[src/sv/phdbm_pkg.sv]
// Package: shared types, codes, constants and the sample scale table of the bar meter.
`timescale 1ns / 1ps

package phdbm_pkg;

    localparam int MAX_COLUMNS_DEF = 16;

    localparam int LEVEL_W  = 17;
    localparam int HOLD_W   = 16;
    localparam int RATE_W   = 16;
    localparam int CANVAS_W = 10;
    localparam int CFG_W    = 16;
    localparam int XPOS_W   = 14;
    localparam int PROD_W   = 33;

    localparam logic [RATE_W-1:0]   DECAY_RATE_RST    = 16'd138;
    localparam logic [HOLD_W-1:0]   HOLD_TIME_RST     = 16'd500;
    localparam logic [CANVAS_W-1:0] CANVAS_WIDTH_RST  = 10'd256;
    localparam logic [CANVAS_W-1:0] CANVAS_HEIGHT_RST = 10'd64;

    localparam logic [3:0]          RAW_MAX  = 4'd9;
    localparam logic [CANVAS_W-1:0] SEP_W    = 10'd4;

    typedef enum logic [2:0] {
        OP_SAMPLE = 3'd0,
        OP_TICK   = 3'd1,
        OP_RESIZE = 3'd2,
        OP_CLEAR  = 3'd3,
        OP_RENDER = 3'd4
    } op_t;

    typedef enum logic [1:0] {
        CFG_DECAY_RATE    = 2'd0,
        CFG_HOLD_TIME     = 2'd1,
        CFG_CANVAS_WIDTH  = 2'd2,
        CFG_CANVAS_HEIGHT = 2'd3
    } cfg_idx_t;

    typedef enum logic [3:0] {
        S_IDLE,
        S_SAMPLE_RD,
        S_SAMPLE_WR,
        S_TICK_MUL,
        S_TICK_RD,
        S_TICK_WR,
        S_DIV,
        S_REN_RD,
        S_REN_MUL,
        S_REN_OUT
    } state_t;

    typedef struct packed {
        logic [2:0]        opcode;
        logic [3:0]        column;
        logic signed [7:0] level;
        logic [4:0]        count;
        logic [15:0]       delta_ms;
    } in_item_t;

    typedef struct packed {
        logic [3:0]          out_column;
        logic [XPOS_W-1:0]   x_pos;
        logic [CANVAS_W-1:0] y_top;
        logic [CANVAS_W-1:0] draw_width;
        logic [CANVAS_W-1:0] bar_height;
        logic                separator;
        logic                last;
    } out_item_t;

    typedef struct packed {
        logic [LEVEL_W-1:0] level;
        logic [HOLD_W-1:0]  hold;
    } entry_t;

    // floor(raw * 65536 / 9) for raw already clamped to 0..9
    function automatic logic [LEVEL_W-1:0] q16_of_raw(input logic [3:0] raw);
        logic [LEVEL_W-1:0] q;
        begin
            unique case (raw)
                4'd0:    q = 17'd0;
                4'd1:    q = 17'd7281;
                4'd2:    q = 17'd14563;
                4'd3:    q = 17'd21845;
                4'd4:    q = 17'd29127;
                4'd5:    q = 17'd36408;
                4'd6:    q = 17'd43690;
                4'd7:    q = 17'd50972;
                4'd8:    q = 17'd58254;
                default: q = 17'd65536;
            endcase
            return q;
        end
    endfunction

endpackage

[src/sv/phdbm_if.sv]
// Interfaces: input item channel and render result channel.
`timescale 1ns / 1ps

interface phdbm_in_if;
    logic                 valid;
    logic                 ready;
    phdbm_pkg::in_item_t  data;

    modport source(output valid, output data, input ready);
    modport sink(input valid, input data, output ready);
endinterface

interface phdbm_out_if;
    logic                 valid;
    logic                 ready;
    phdbm_pkg::out_item_t data;

    modport source(output valid, output data, input ready);
    modport sink(input valid, input data, output ready);
endinterface

[src/sv/peak_hold_decay_bar_meter_top.sv]
// Top level: bar meter sequencer, configuration registers and output register.
`timescale 1ns / 1ps

// Peak-hold bar meter for up to MAX_COLUMNS columns. Items run one at a time
// through a small sequencer around one column store read port, one shared
// multiplier and a bit-serial divider. A sample reads and then writes its column,
// a resize or clear acts as it is taken, a tick walks the N active columns after
// one multiply and a render walks them after the canvas_width / N division,
// waiting while the result sink stalls. Each column costs one store read and, on
// render, one pass through the multiplier. in_ch.ready is high only between
// items; a finished render result waits in the output register while the next
// item is taken.
module peak_hold_decay_bar_meter_top #(
    parameter int MAX_COLUMNS = phdbm_pkg::MAX_COLUMNS_DEF
) (
    input  logic                                clk,
    input  logic                                rst_n,
    phdbm_in_if.sink                            in_ch,
    phdbm_out_if.source                         out_ch,
    input  logic                                cfg_we,
    input  logic [1:0]                          cfg_index,
    input  logic [phdbm_pkg::CFG_W-1:0]         cfg_data
);

    localparam int CW = $clog2(MAX_COLUMNS + 1);
    localparam int AW = (MAX_COLUMNS > 1) ? $clog2(MAX_COLUMNS) : 1;
    localparam int LW = phdbm_pkg::LEVEL_W;
    localparam int HW = phdbm_pkg::HOLD_W;
    localparam int VW = phdbm_pkg::CANVAS_W;

    // configuration
    logic [phdbm_pkg::RATE_W-1:0] decay_rate_reg;
    logic [HW-1:0]                hold_time_reg;
    logic [VW-1:0]                canvas_width_reg;
    logic [VW-1:0]                canvas_height_reg;

    // control
    phdbm_pkg::state_t state_reg, state_next;
    logic [CW-1:0]     idx_reg, idx_next;
    logic [CW-1:0]     active_reg, active_next;
    logic              out_valid_reg;

    // payload
    logic [3:0]                   col_reg;
    logic [LW-1:0]                q_reg;
    logic [HW-1:0]                delta_reg;
    logic [VW-1:0]                colw_reg;
    logic [VW-1:0]                draww_reg;
    logic                         sep_reg;
    logic [phdbm_pkg::XPOS_W-1:0] x_reg;
    phdbm_pkg::out_item_t         out_data_reg;

    logic                 accept;
    logic                 out_free;
    logic                 load_out;
    logic                 idx_last;
    logic [AW+3:0]        col_ext;
    logic [AW-1:0]        col_addr;
    logic [CW-1:0]        cnt_sat;
    logic [3:0]           raw_clamp;

    logic [AW-1:0]        rd_addr;
    phdbm_pkg::entry_t    rd_data;
    logic                 wr_en;
    phdbm_pkg::entry_t    wr_data;
    logic                 clr_all;
    logic                 clr_range;

    logic                        mul_en;
    logic                        mul_tick;
    logic [LW-1:0]               mul_a;
    logic [phdbm_pkg::RATE_W-1:0] mul_b;
    logic [phdbm_pkg::PROD_W-1:0] mul_p;

    logic                 div_start;
    logic                 div_done;
    logic [VW-1:0]        div_q;
    logic [VW-1:0]        colw_cand;
    logic [VW-1:0]        colw_calc;

    logic [31:0]          dec;
    phdbm_pkg::entry_t    tick_entry;
    logic [VW:0]          h_full;
    logic [VW-1:0]        y_calc;

    // configuration port
    always_ff @(posedge clk or negedge rst_n)
    begin
        if (!rst_n)
        begin
            decay_rate_reg    <= phdbm_pkg::DECAY_RATE_RST;
            hold_time_reg     <= phdbm_pkg::HOLD_TIME_RST;
            canvas_width_reg  <= phdbm_pkg::CANVAS_WIDTH_RST;
            canvas_height_reg <= phdbm_pkg::CANVAS_HEIGHT_RST;
        end
        else if (cfg_we)
        begin
            unique case (phdbm_pkg::cfg_idx_t'(cfg_index))
                phdbm_pkg::CFG_DECAY_RATE:    decay_rate_reg    <= cfg_data;
                phdbm_pkg::CFG_HOLD_TIME:     hold_time_reg     <= cfg_data;
                phdbm_pkg::CFG_CANVAS_WIDTH:  canvas_width_reg  <= cfg_data[VW-1:0];
                phdbm_pkg::CFG_CANVAS_HEIGHT: canvas_height_reg <= cfg_data[VW-1:0];
                default: ;
            endcase
        end
    end

    assign in_ch.ready = (state_reg == phdbm_pkg::S_IDLE);
    assign accept      = in_ch.valid && in_ch.ready;
    assign out_free    = !out_valid_reg || out_ch.ready;
    assign idx_last    = (idx_reg + CW'(1)) == active_reg;
    assign col_ext     = (AW + 4)'(col_reg);
    assign col_addr    = col_ext[AW-1:0];

    // clamp negative to 0 and large to 9
    always_comb
    begin
        if (in_ch.data.level[7])
        begin
            raw_clamp = 4'd0;
        end
        else if (in_ch.data.level[6:0] > 7'(phdbm_pkg::RAW_MAX))
        begin
            raw_clamp = phdbm_pkg::RAW_MAX;
        end
        else
        begin
            raw_clamp = in_ch.data.level[3:0];
        end
    end

    always_comb
    begin
        if (int'(in_ch.data.count) > MAX_COLUMNS)
        begin
            cnt_sat = CW'(MAX_COLUMNS);
        end
        else
        begin
            cnt_sat = CW'(in_ch.data.count);
        end
    end

    // column width: (canvas_width / n) rounded down to a multiple of 4, at least 4
    assign colw_cand = {div_q[VW-1:2], 2'b00};
    assign colw_calc = (colw_cand < phdbm_pkg::SEP_W) ? phdbm_pkg::SEP_W : colw_cand;

    // tick arithmetic on the entry just read
    assign dec = mul_p[31:0];
    always_comb
    begin
        tick_entry = rd_data;
        if (rd_data.hold != '0)
        begin
            tick_entry.hold = (rd_data.hold > delta_reg) ? (rd_data.hold - delta_reg) : '0;
        end
        else if (dec >= 32'(rd_data.level))
        begin
            tick_entry.level = '0;
        end
        else
        begin
            tick_entry.level = rd_data.level - dec[LW-1:0];
        end
    end

    // render geometry from the registered product
    assign h_full = mul_p[LW+VW-1:LW-1];
    assign y_calc = ({1'b0, canvas_height_reg} >= h_full)
                  ? VW'({1'b0, canvas_height_reg} - h_full) : '0;

    assign mul_tick = (state_reg == phdbm_pkg::S_TICK_MUL);
    assign mul_a    = mul_tick ? LW'(decay_rate_reg) : rd_data.level;
    assign mul_b    = mul_tick ? delta_reg : phdbm_pkg::RATE_W'(canvas_height_reg);

    always_comb
    begin
        state_next  = state_reg;
        idx_next    = idx_reg;
        active_next = active_reg;
        rd_addr     = idx_reg[AW-1:0];
        wr_en       = 1'b0;
        wr_data     = tick_entry;
        clr_all     = 1'b0;
        clr_range   = 1'b0;
        div_start   = 1'b0;
        mul_en      = 1'b0;
        load_out    = 1'b0;

        unique case (state_reg)
            phdbm_pkg::S_IDLE:
            begin
                idx_next = '0;
                if (accept)
                begin
                    unique case (phdbm_pkg::op_t'(in_ch.data.opcode))
                        phdbm_pkg::OP_SAMPLE:
                        begin
                            if ((CW + 4)'(in_ch.data.column) < (CW + 4)'(active_reg))
                            begin
                                state_next = phdbm_pkg::S_SAMPLE_RD;
                            end
                        end
                        phdbm_pkg::OP_TICK:
                        begin
                            if (active_reg != '0)
                            begin
                                state_next = phdbm_pkg::S_TICK_MUL;
                            end
                        end
                        phdbm_pkg::OP_RESIZE:
                        begin
                            if (in_ch.data.count != '0)
                            begin
                                clr_range   = 1'b1;
                                active_next = cnt_sat;
                            end
                        end
                        phdbm_pkg::OP_CLEAR:
                        begin
                            clr_all     = 1'b1;
                            active_next = '0;
                        end
                        phdbm_pkg::OP_RENDER:
                        begin
                            if (active_reg != '0)
                            begin
                                div_start  = 1'b1;
                                state_next = phdbm_pkg::S_DIV;
                            end
                        end
                        default: ;
                    endcase
                end
            end
            phdbm_pkg::S_SAMPLE_RD:
            begin
                rd_addr    = col_addr;
                state_next = phdbm_pkg::S_SAMPLE_WR;
            end
            phdbm_pkg::S_SAMPLE_WR:
            begin
                // replace on a level at or above the stored one and reload the hold
                if (q_reg >= rd_data.level)
                begin
                    wr_en         = 1'b1;
                    wr_data.level = q_reg;
                    wr_data.hold  = hold_time_reg;
                end
                state_next = phdbm_pkg::S_IDLE;
            end
            phdbm_pkg::S_TICK_MUL:
            begin
                mul_en     = 1'b1;
                state_next = phdbm_pkg::S_TICK_RD;
            end
            phdbm_pkg::S_TICK_RD:
            begin
                state_next = phdbm_pkg::S_TICK_WR;
            end
            phdbm_pkg::S_TICK_WR:
            begin
                wr_en    = 1'b1;
                idx_next = idx_reg + CW'(1);
                state_next = idx_last ? phdbm_pkg::S_IDLE : phdbm_pkg::S_TICK_RD;
            end
            phdbm_pkg::S_DIV:
            begin
                if (div_done)
                begin
                    state_next = phdbm_pkg::S_REN_RD;
                end
            end
            phdbm_pkg::S_REN_RD:
            begin
                state_next = phdbm_pkg::S_REN_MUL;
            end
            phdbm_pkg::S_REN_MUL:
            begin
                mul_en     = 1'b1;
                state_next = phdbm_pkg::S_REN_OUT;
            end
            phdbm_pkg::S_REN_OUT:
            begin
                // hold until the output register frees up
                if (out_free)
                begin
                    load_out   = 1'b1;
                    idx_next   = idx_reg + CW'(1);
                    state_next = idx_last ? phdbm_pkg::S_IDLE : phdbm_pkg::S_REN_RD;
                end
            end
            default:
            begin
                state_next = phdbm_pkg::S_IDLE;
            end
        endcase
    end

    always_ff @(posedge clk or negedge rst_n)
    begin
        if (!rst_n)
        begin
            state_reg     <= phdbm_pkg::S_IDLE;
            idx_reg       <= '0;
            active_reg    <= '0;
            out_valid_reg <= 1'b0;
        end
        else
        begin
            state_reg  <= state_next;
            idx_reg    <= idx_next;
            active_reg <= active_next;
            if (load_out)
            begin
                out_valid_reg <= 1'b1;
            end
            else if (out_ch.ready)
            begin
                out_valid_reg <= 1'b0;
            end
        end
    end

    always_ff @(posedge clk)
    begin
        if (accept)
        begin
            col_reg   <= in_ch.data.column;
            q_reg     <= phdbm_pkg::q16_of_raw(raw_clamp);
            delta_reg <= in_ch.data.delta_ms;
            x_reg     <= '0;
        end
        else if (load_out)
        begin
            x_reg <= x_reg + phdbm_pkg::XPOS_W'(colw_reg);
        end

        if (div_done)
        begin
            colw_reg  <= colw_calc;
            sep_reg   <= colw_calc > phdbm_pkg::SEP_W;
            draww_reg <= (colw_calc > phdbm_pkg::SEP_W) ? (colw_calc - phdbm_pkg::SEP_W)
                                                        : colw_calc;
        end

        if (load_out)
        begin
            out_data_reg.out_column <= 4'(idx_reg);
            out_data_reg.x_pos      <= x_reg;
            out_data_reg.y_top      <= y_calc;
            out_data_reg.draw_width <= draww_reg;
            out_data_reg.bar_height <= h_full[VW-1:0];
            out_data_reg.separator  <= sep_reg;
            out_data_reg.last       <= idx_last;
        end
    end

    assign out_ch.valid = out_valid_reg;
    assign out_ch.data  = out_data_reg;

    phdbm_store #(
        .DEPTH (MAX_COLUMNS),
        .AW    (AW),
        .CW    (CW)
    ) u_store (
        .clk       (clk),
        .rst_n     (rst_n),
        .rd_addr   (rd_addr),
        .rd_data   (rd_data),
        .wr_en     (wr_en),
        .wr_addr   ((state_reg == phdbm_pkg::S_SAMPLE_WR) ? col_addr : idx_reg[AW-1:0]),
        .wr_data   (wr_data),
        .clr_all   (clr_all),
        .clr_range (clr_range),
        .clr_lo    (active_reg),
        .clr_hi    (cnt_sat)
    );

    phdbm_mul u_mul (
        .clk (clk),
        .en  (mul_en),
        .a   (mul_a),
        .b   (mul_b),
        .p   (mul_p)
    );

    phdbm_div #(
        .DW (VW),
        .VW (CW)
    ) u_div (
        .clk      (clk),
        .rst_n    (rst_n),
        .start    (div_start),
        .dividend (canvas_width_reg),
        .divisor  (active_reg),
        .done     (div_done),
        .quotient (div_q)
    );

    // resize saturates the column count
    a_active_bound: assert property (@(posedge clk) disable iff (!rst_n)
        int'(active_reg) <= MAX_COLUMNS)
        else $error("active column count above maximum");

    // divider finishes only while the render waits for it
    a_div_done_in_div: assert property (@(posedge clk) disable iff (!rst_n)
        div_done |-> (state_reg == phdbm_pkg::S_DIV))
        else $error("divider done outside division wait");

    // column walk stays inside the active columns
    a_idx_in_range: assert property (@(posedge clk) disable iff (!rst_n)
        (state_reg == phdbm_pkg::S_TICK_WR || state_reg == phdbm_pkg::S_REN_OUT)
        |-> (idx_reg < active_reg))
        else $error("column index beyond active columns");

    // the final render beat returns the sequencer to idle
    a_last_ends_render: assert property (@(posedge clk) disable iff (!rst_n)
        (load_out && idx_last) |=> (state_reg == phdbm_pkg::S_IDLE))
        else $error("render did not end after last column");

endmodule

[src/sv/phdbm_store.sv]
// Column store: level and hold timer per column, registered read, per-entry valid bits.
`timescale 1ns / 1ps

module phdbm_store #(
    parameter int DEPTH = phdbm_pkg::MAX_COLUMNS_DEF,
    parameter int AW    = 4,
    parameter int CW    = 5
) (
    input  logic                clk,
    input  logic                rst_n,
    input  logic [AW-1:0]       rd_addr,
    output phdbm_pkg::entry_t   rd_data,
    input  logic                wr_en,
    input  logic [AW-1:0]       wr_addr,
    input  phdbm_pkg::entry_t   wr_data,
    input  logic                clr_all,
    input  logic                clr_range,
    input  logic [CW-1:0]       clr_lo,
    input  logic [CW-1:0]       clr_hi
);

    phdbm_pkg::entry_t entry_mem [DEPTH];
    phdbm_pkg::entry_t data_reg;
    logic              rd_vld_reg;
    logic [DEPTH-1:0]  valid_reg;
    logic [DEPTH-1:0]  valid_next;

    always_ff @(posedge clk)
    begin
        if (wr_en)
        begin
            entry_mem[wr_addr] <= wr_data;
        end
        data_reg <= entry_mem[rd_addr];
    end

    always_comb
    begin
        for (int i = 0; i < DEPTH; i++)
        begin
            valid_next[i] = valid_reg[i];
            if (clr_all)
            begin
                valid_next[i] = 1'b0;
            end
            else if (clr_range && (CW'(i) >= clr_lo) && (CW'(i) < clr_hi))
            begin
                valid_next[i] = 1'b0;
            end
            else if (wr_en && (wr_addr == AW'(i)))
            begin
                valid_next[i] = 1'b1;
            end
        end
    end

    always_ff @(posedge clk or negedge rst_n)
    begin
        if (!rst_n)
        begin
            valid_reg  <= '0;
            rd_vld_reg <= 1'b0;
        end
        else
        begin
            valid_reg  <= valid_next;
            rd_vld_reg <= valid_reg[rd_addr];
        end
    end

    // an entry never written since reset or clear reads as zero
    assign rd_data = rd_vld_reg ? data_reg : '0;

endmodule

[src/sv/phdbm_mul.sv]
// Shared multiplier: one registered unsigned product, loaded on enable.
`timescale 1ns / 1ps

module phdbm_mul (
    input  logic                             clk,
    input  logic                             en,
    input  logic [phdbm_pkg::LEVEL_W-1:0]    a,
    input  logic [phdbm_pkg::RATE_W-1:0]     b,
    output logic [phdbm_pkg::PROD_W-1:0]     p
);

    logic [phdbm_pkg::PROD_W-1:0] p_reg;

    always_ff @(posedge clk)
    begin
        if (en)
        begin
            p_reg <= phdbm_pkg::PROD_W'(a) * phdbm_pkg::PROD_W'(b);
        end
    end

    assign p = p_reg;

endmodule

[src/sv/phdbm_div.sv]
// Restoring divider: one quotient bit per cycle.
`timescale 1ns / 1ps

module phdbm_div #(
    parameter int DW = phdbm_pkg::CANVAS_W,
    parameter int VW = 5
) (
    input  logic          clk,
    input  logic          rst_n,
    input  logic          start,
    input  logic [DW-1:0] dividend,
    input  logic [VW-1:0] divisor,
    output logic          done,
    output logic [DW-1:0] quotient
);

    localparam int CTW = $clog2(DW + 1);

    logic [DW-1:0]  quo_reg;
    logic [VW-1:0]  rem_reg;
    logic [CTW-1:0] cnt_reg;
    logic           done_reg;
    logic [VW:0]    rem_sh;
    logic           fits;

    assign rem_sh = {rem_reg, quo_reg[DW-1]};
    assign fits   = rem_sh >= {1'b0, divisor};

    always_ff @(posedge clk)
    begin
        if (start)
        begin
            quo_reg <= dividend;
            rem_reg <= '0;
        end
        else if (cnt_reg != '0)
        begin
            quo_reg <= {quo_reg[DW-2:0], fits};
            rem_reg <= fits ? VW'(rem_sh - {1'b0, divisor}) : VW'(rem_sh);
        end
    end

    always_ff @(posedge clk or negedge rst_n)
    begin
        if (!rst_n)
        begin
            cnt_reg  <= '0;
            done_reg <= 1'b0;
        end
        else
        begin
            done_reg <= (cnt_reg == CTW'(1)) && !start;
            if (start)
            begin
                cnt_reg <= CTW'(DW);
            end
            else if (cnt_reg != '0)
            begin
                cnt_reg <= cnt_reg - CTW'(1);
            end
        end
    end

    assign done     = done_reg;
    assign quotient = quo_reg;

endmodule

[src/flat_wrapper.sv]
// flat-port wrapper written by rule: the top's interface ports become plain ports
module peak_hold_decay_bar_meter_top_flat 
#(
    parameter int MAX_COLUMNS = phdbm_pkg::MAX_COLUMNS_DEF
)
  (clk, rst_n, cfg_we, cfg_index, cfg_data, in_ch_valid, in_ch_data, in_ch_ready, out_ch_valid, out_ch_data, out_ch_ready);
  phdbm_in_if in_ch_i ();
  phdbm_out_if out_ch_i ();
  input  logic clk;
  input  logic rst_n;
  input  logic cfg_we;
  input  logic [1:0] cfg_index;
  input  logic [phdbm_pkg::CFG_W-1:0] cfg_data;
  input wire logic [$bits(in_ch_i.valid)-1:0] in_ch_valid;
  input wire logic [$bits(in_ch_i.data)-1:0] in_ch_data;
  output wire logic [$bits(in_ch_i.ready)-1:0] in_ch_ready;
  output wire logic [$bits(out_ch_i.valid)-1:0] out_ch_valid;
  output wire logic [$bits(out_ch_i.data)-1:0] out_ch_data;
  input wire logic [$bits(out_ch_i.ready)-1:0] out_ch_ready;
  assign in_ch_i.valid = in_ch_valid;
  assign in_ch_i.data = in_ch_data;
  assign in_ch_ready = in_ch_i.ready;
  assign out_ch_valid = out_ch_i.valid;
  assign out_ch_data = out_ch_i.data;
  assign out_ch_i.ready = out_ch_ready;
  peak_hold_decay_bar_meter_top #(.MAX_COLUMNS(MAX_COLUMNS)) u_core (.clk(clk), .rst_n(rst_n), .in_ch(in_ch_i), .out_ch(out_ch_i), .cfg_we(cfg_we), .cfg_index(cfg_index), .cfg_data(cfg_data));
endmodule
[config.mk]
export PLATFORM = sky130hd
export DESIGN_NAME = peak_hold_decay_bar_meter_top_flat
export DESIGN_NICKNAME = d
export VERILOG_FILES = /design/src/sv/phdbm_pkg.sv /design/src/sv/phdbm_if.sv /design/src/sv/peak_hold_decay_bar_meter_top.sv /design/src/sv/phdbm_store.sv /design/src/sv/phdbm_mul.sv /design/src/sv/phdbm_div.sv /design/src/flat_wrapper.sv
export SDC_FILE = /design/constraint.sdc
export NUM_CORES = 2
export LEC_CHECK = 0
export BUFFER_PORTS_ARGS = -buffer_cell sky130_fd_sc_hd__buf_2
export CORE_ASPECT_RATIO = 1.25
export CORE_MARGIN = 4
export CORE_UTILIZATION = 50
export DETAILED_ROUTE_END_ITERATION = 6
export PLACE_DENSITY = 0.64
export SYNTH_ARGS = -nofsm -noshare
export SYNTH_HDL_FRONTEND = slang
export SYNTH_SLANG_ARGS = --single-unit
export TNS_END_PERCENT = 50
[constraint.sdc]
create_clock -name clk -period 9.8 [get_ports clk]
set_input_delay 0.98 -clock clk [delete_from_list [all_inputs] [get_ports clk]]
set_output_delay 0.98 -clock clk [all_outputs]
set_load 0.005 [all_outputs]
Word level (Yosys, flattened, before mapping)
Memory sizes are Yosys's and may differ from the RTL's. A register that Yosys moved wholly into a read port is not among the register bits.
Cells that the tools add are included.
{"block": "totals", "elab_cells": 332, "ram_bits": 528, "mem_bits_ro": 272, "regBits": 241, "n_memories": 2, "output_inout_bits": 52, "input_bits": 59}
{"block": "op_classes", "addsub": 8, "muxes": 105, "mul": 1, "n_reduce_logical": 89, "n_lt_le_gt_ge": 43, "eq_ne": 41}
{"name": "u_core.u_store.entry_mem", "depth": 16, "width": 33, "read_ports": 1, "rd_clocked_by_memory_dff": 1, "wr": 1, "line_no": "phdbm_store.sv:22", "rtl": "phdbm_pkg::entry_t entry_mem [DEPTH];"}
{"name": "(name not given)", "depth": 16, "width": 17, "read_ports": 1, "rd_clocked_by_memory_dff": 1, "wr": 0, "line_no": "phdbm_pkg.sv:79", "rtl": "unique case (raw)"}
{"op": "33-bit 2-to-1 mux", "n": 3}
{"op": "1-bit 2-to-1 mux", "n": 68}
{"op": "17-bit 2-to-1 mux", "n": 3}
{"op": "3-bit nonzero test", "n": 17}
{"op": "1-bit logical AND", "n": 50}
{"op": "16-bit 2-to-1 mux", "n": 3}
{"op": "4-bit 2-to-1 mux", "n": 12}
{"op": "4-bit == test, second input constant", "n": 10}
{"op": "4-bit by 5-bit greater-or-equal comparator with 1-bit output, first input constant", "n": 8}
{"op": "4-bit by 5-bit less-than comparator with 1-bit output, first input constant", "n": 8}
{"op": "10-bit 2-to-1 mux", "n": 4}
{"op": "4-bit case mux with 9 select lines", "n": 1}
{"op": "4-bit by 3-bit == test with 1-bit output, second input constant", "n": 8}
{"op": "32-bit by 17-bit greater-or-equal comparator with 1-bit output", "n": 1}
{"op": "17-bit by 16-bit multiplier with 32-bit output", "n": 1}
{"op": "3-bit by 5-bit greater-or-equal comparator with 1-bit output, first input constant", "n": 4}
{"op": "3-bit by 5-bit less-than comparator with 1-bit output, first input constant", "n": 4}
{"op": "5-bit 2-to-1 mux", "n": 4}
{"op": "17-bit greater-or-equal comparator", "n": 1}
{"op": "17-bit subtractor", "n": 1}
{"op": "4-bit by 2-bit == test with 1-bit output, second input constant", "n": 4}
{"op": "16-bit > comparator", "n": 1}
{"op": "16-bit nonzero test", "n": 1}
{"op": "16-bit subtractor", "n": 1}
{"op": "other kinds (47)", "n": 69}

Logic depth before layout (Yosys ltp)
{"block": "logic_depth", "ltp_word": 9, "depth_mapped": 29, "ltp_nobuf": 26}

Cells and area by module
From an unflattened synthesis, not the netlist that was laid out.
{"block": "unflattened", "cells_unflattened": 3281, "area_unflattened_um2": 43765.7}
{"mod": "phdbm_store", "instances": 1, "area_each_um2": 21738.3, "cells_per_inst": 1010, "seq_area_each_um2": 16941.2}
{"mod": "peak_hold_decay_bar_meter_top", "instances": 1, "area_each_um2": 10865.4, "cells_per_inst": 1079, "seq_area_each_um2": 4633.2}
{"mod": "phdbm_mul", "instances": 1, "area_each_um2": 10037.1, "cells_per_inst": 1096, "seq_area_each_um2": 991.0}
{"mod": "phdbm_div", "instances": 1, "area_each_um2": 1124.8, "cells_per_inst": 96, "seq_area_each_um2": 525.5}

Worst setup path after synthesis
Ideal clock, no wire load.
{"block": "synth_timing", "kind": "register to register", "from": "register u_core.state_reg[0]", "to": "register u_core.u_mul.p_reg (netlist bit u_core.u_mul.p[29]) (data pin)", "arrival_time_ns": 7.477, "t_required_ns": 9.642, "stages_incl_launch_ff": 27, "path_buffers": 3, "period_less_slack_ns": 7.635, "slack_ns": 2.165, "setup_time_ns": 0.158, "path_cell_list": "dfrtp_1 buf_2 nand2_1 nor3_1 buf_2 mux2i_1 clkbuf_1 nor2_1 fa_1 inv_1 fa_1 fa_1 inv_1 fa_1 fa_1 inv_1 fa_1 inv_1 ha_1 a21o_1 a21o_1 a21oi_1 nor3b_1 a311o_1 o41ai_2 or4b_1 o211ai_1"}
{"block": "synth_between", "elab_chain_cells": 3, "elab_cells_between_ends": 4, "cone_classes": "mul: 1; eq/ne: 1; mux: 2"}
{"element": "start: declaration", "line_no": "peak_hold_decay_bar_meter_top.sv:38", "rtl": "phdbm_pkg::state_t state_reg, state_next;"}
{"element": "start signal: assignment", "line_no": "peak_hold_decay_bar_meter_top.sv:304", "rtl": "state_reg <= phdbm_pkg::S_IDLE;"}
{"element": "start signal: assignment", "line_no": "peak_hold_decay_bar_meter_top.sv:311", "rtl": "state_reg <= state_next;"}
{"element": "4-bit by 2-bit == test with 1-bit output (*)", "line_no": "peak_hold_decay_bar_meter_top.sv:172", "rtl": "assign mul_tick = (state_reg == phdbm_pkg::S_TICK_MUL);"}
{"element": "17-bit 2-to-1 mux or 16-bit 2-to-1 mux (tied branches)", "line_no": "peak_hold_decay_bar_meter_top.sv:173, peak_hold_decay_bar_meter_top.sv:174"}
{"element": "17-bit by 16-bit multiplier with 32-bit output (*)", "line_no": "phdbm_mul.sv:18", "rtl": "p_reg <= phdbm_pkg::PROD_W'(a) * phdbm_pkg::PROD_W'(b);"}
{"element": "end signal: assignment", "line_no": "phdbm_mul.sv:18"}
{"element": "end: declaration", "line_no": "phdbm_mul.sv:12", "rtl": "logic [phdbm_pkg::PROD_W-1:0] p_reg;"}
Every way passes the cells marked *; elsewhere a longest branch is shown, timed or not.
A chain may end at the register's enable or synchronous reset.

Final worst setup path
Ends and elaborated chain as after synthesis.

==> flow_summary.json <==
{
  "status": "finished clean",
  "cts.htree.levels": 3,
  "setup-violations-final": 0,
  "hold_class": "input port to async pin",
  "num_vias": 27370,
  "total_power_uw": 18510,
  "cts_buffer_depth": 3,
  "syn_inst": 3344,
  "ys_top_cells_by_area": "edfxtp_1 45%, fa_1 9.7%, ha_1 5.8%",
  "synthesis.area_um2": 43680,
  "hold_buffers": 0,
  "cp_data_required_time_ps": 10280,
  "synth_top_area_frac": 0.4538,
  "endpoint": "u_core.u_mul.p[29]",
  "timing.rr.end": "u_core.u_mul.p[29]",
  "fmax_mhz": 117.8,
  "grt_use_total": 0.2469,
  "fin_setup_tns_ps": 0,
  "io_buffers": 106,
  "synth-seq-cells": 799,
  "slowest_delay_ps": 650,
  "crit_type": "flop to flop",
  "worst-r2r-cell-count": 24,
  "ff2ff_setup_slack_ps": 1310,
  "arrival_ps": 8970,
  "drt_iter0_markers": 2242,
  "vias_per_cell": 5.849,
  "synthAdderAreaFrac": 0.1553,
  "yosysUniqueCellTypes": 85,
  "synth_top_family_by_area": "adder cells",
  "min_period_over_period": 0.8663,
  "crit_path_start": "u_core.state_reg[0]",
  "ys_seq_area_frac": 0.5280,
  "detail_route.first_pass.iterations": 6,
  "gr-total-overflow": 0,
  "utilization": 0.5624,
  "regToRegStartpoint": "u_core.state_reg[0]",
  "fp.dieW_um": 272.4,
  "die_h_um": 338.4,
  "numCtsBuffers": 80,
  "fin_skew_ps": 21.73,
  "areaGrowthSynthToFinish_pct": 10.97,
  "synth_compound_area_frac": 0.07110,
  "cts_resized": 0,
  "cts_tree": "yes",
  "antenna_left": 0,
  "clkSinkCount": 799,
  "startpoint_type": "flop",
  "instances_no_fill": 4679,
  "final_hold_viol_count": 0,
  "core_area_um2": 86180,
  "antenna_found_initial": 1,
  "finalNetCount": 3926,
  "yosys.area_share.simple": 0.09213,
  "leakagePower_uw": 0.01916,
  "async_flop_share": 0.1114,
  "rsz0062_at_grt": "false",
  "fin_crit_ps": 8490,
  "maxCapViolCount": 0,
  "io_pins": 111,
  "path_cells": "nand2_1 -> nor3_2 -> buf_12 -> nand2_1 -> o21ai_1 -> nand2_1 -> fa_1 -> fa_1 -> fa_1 -> inv_1 -> fa_1 -> fa_1 -> inv_1 -> fa_1 -> inv_1 -> ha_1 -> a21o_1 -> a21o_1 -> a21oi_1 -> nor3b_1 -> a311o_1 -> o41ai_2 -> or4b_1 -> o211ai_1",
  "path_common_cell": "fa_1",
  "crit_path_end_kind": "flop",
  "cp_slowest_cell": "dfrtp_1",
  "wire_per_inst_um": 24.28,
  "rows": 120,
  "relSlewSlack": 0.1375,
  "place.gp.congestion": 0.9156,
  "place_ws_ps": 1363,
  "grt_max_degree": 137,
  "synth.mux.area_fraction": 0.09141,
  "grt_pass1_wl_mm": 173.6,
  "synth_edf_count": 660,
  "slew_viol_final": 0,
  "yosys_most_used_dff": "edfxtp_1",
  "worst_slack_ps": 1310,
  "avgSynthCellArea_um2": 13.06,
  "floorplan.initialDensity": 0.5068,
  "synth_top_area_cell": "edfxtp_1",
  "pwr_density_cell_nw_per_um2": 381.9,
  "largest_register_ffs": 528,
  "dieArea_um2": 92180,
  "synth-xor-area-share": 0.01704,
  "grt_pass1_vias": 28540,
  "post_cts_buffers": 0,
  "yosys_warnings": 0,
  "wl_mm": 113.6,
  "clkTransAtPathRegs_ps": 60,
  "crit_path_max_fanout": 67,
  "drive_gt1_frac": 0.1489,
  "cts_root_buffer": "clkbuf_16",
  "dp.cells": 4529,
  "worst_pin_slew_ps": 1286,
  "peakVddDrop_mv": 0.6998,
  "drc_errors": 0,
  "clk_latency_ps": 650,
  "place_hpwl_mm": 77.03
}
[power by group]
group / leakage (uW) / switching [uW] / total [uW] / internal [uW]
clock: 0.00132 / 1310 / 3130 / 1810
combinational: 0.0102 / 6370 / 10300 / 3960
sequential: 0.00762 / 373 / 5050 / 4680
[cells in the mapped netlist, drive strengths merged, types with 5 or more instances]
library cell,instances
dfrtp,78
o41ai,5
nand3,27
a21o,43
nor2,194
nand4,19
mux4,136
nand2,383
o31ai,16
a21oi,113
mux2,60
buf,39
a211oi,57
inv,345
and3,7
nor3b,11
nor2b,19
o21ai,87
or3,6
mux2i,16
a221oi,5
o21a,18
clkbuf,103
dfstp,11
fa,212
a31oi,67
edfxtp,660
nand2b,25
a2111oi,5
nor3,29
dfxtp,50
o21bai,9
o211ai,7
xor2,23
ha,203
nor4,28
or2,6
and2,98
xnor2,62
[area by class of cell]
class | instances | area, um2
repair buffers | 161 | 983.4
inverters | 345 | 1295
flip-flops and latches | 799 | 23060
multi-input cells | 2065 | 18980
well taps | 1159 | 1450
clock inverters | 47 | 499.2
diodes | 1 | 2.502
fillers | 7040 | 37710
clock buffers | 102 | 2197
[worst min-delay path by stage]
stage,slack (ps),start,endpoint
6_report,210,rst_n,u_core.active_reg[1]
5_1_grt,210,rst_n,u_core.active_reg[0]
4_1_cts,190,rst_n,u_core.u_store.valid_reg[9]
2_1_floorplan,400,u_core.draww_reg[2],u_core.out_ch.data[14]
3_5_place_dp,400,u_core.draww_reg[4],u_core.out_ch.data[16]
3_3_place_gp,410,u_core.draww_reg[2],u_core.out_ch.data[14]
[placed cells by master, fill, tap and decap left out, drive strengths merged, types with 98 or more instances in the layout]
cell    count
ha        203
and2       98
nor2      194
mux4      136
clkbuf    102
buf       161
inv       352
nand2     383
fa        212
edfxtp    660
a21oi     113
[cell families after synthesis]
| logic type | count (synthesis) |
|---|---|
| adder cells (fa/ha/maj) | 415 |
| other | 2 |
| buffers and inverters | 487 |
| flip-flops | 799 |
| AND/OR/NAND/NOR | 869 |
| AO/OA/AOI/OAI | 475 |
| multiplexers | 212 |
| XOR/XNOR | 85 |
[critical path: cells and delay by family (launching register included)]
family	cells	cell delay, ps
AO/OA/AOI/OAI	7	1990
AND/OR/NAND/NOR	6	1710
adder cells (fa/ha/maj)	7	3460
buffers and inverters	4	460
flip-flops	1	650
[stage by stage]
step           hold WS (ps)  area (um2)
2_1_floorplan         400.3       43700
3_3_place_gp          407.0       45770
3_5_place_dp          404.5       45770
4_1_cts               190.8       48460
5_1_grt               213.1       48470
6_report              213.5       48470
[metal layers]
metal / track usage / up-vias / wire length [um]
met2: 0.4222 / 937 / 56780
li1: - / 12190 / -
met3: 0.03372 / 216 / 6423
met4: 0.08464 / 0 / 3967
met5: 0 / - / 0
met1: 0.3269 / 14030 / 46450
Note: power is estimated with default switching activity, not from simulation.
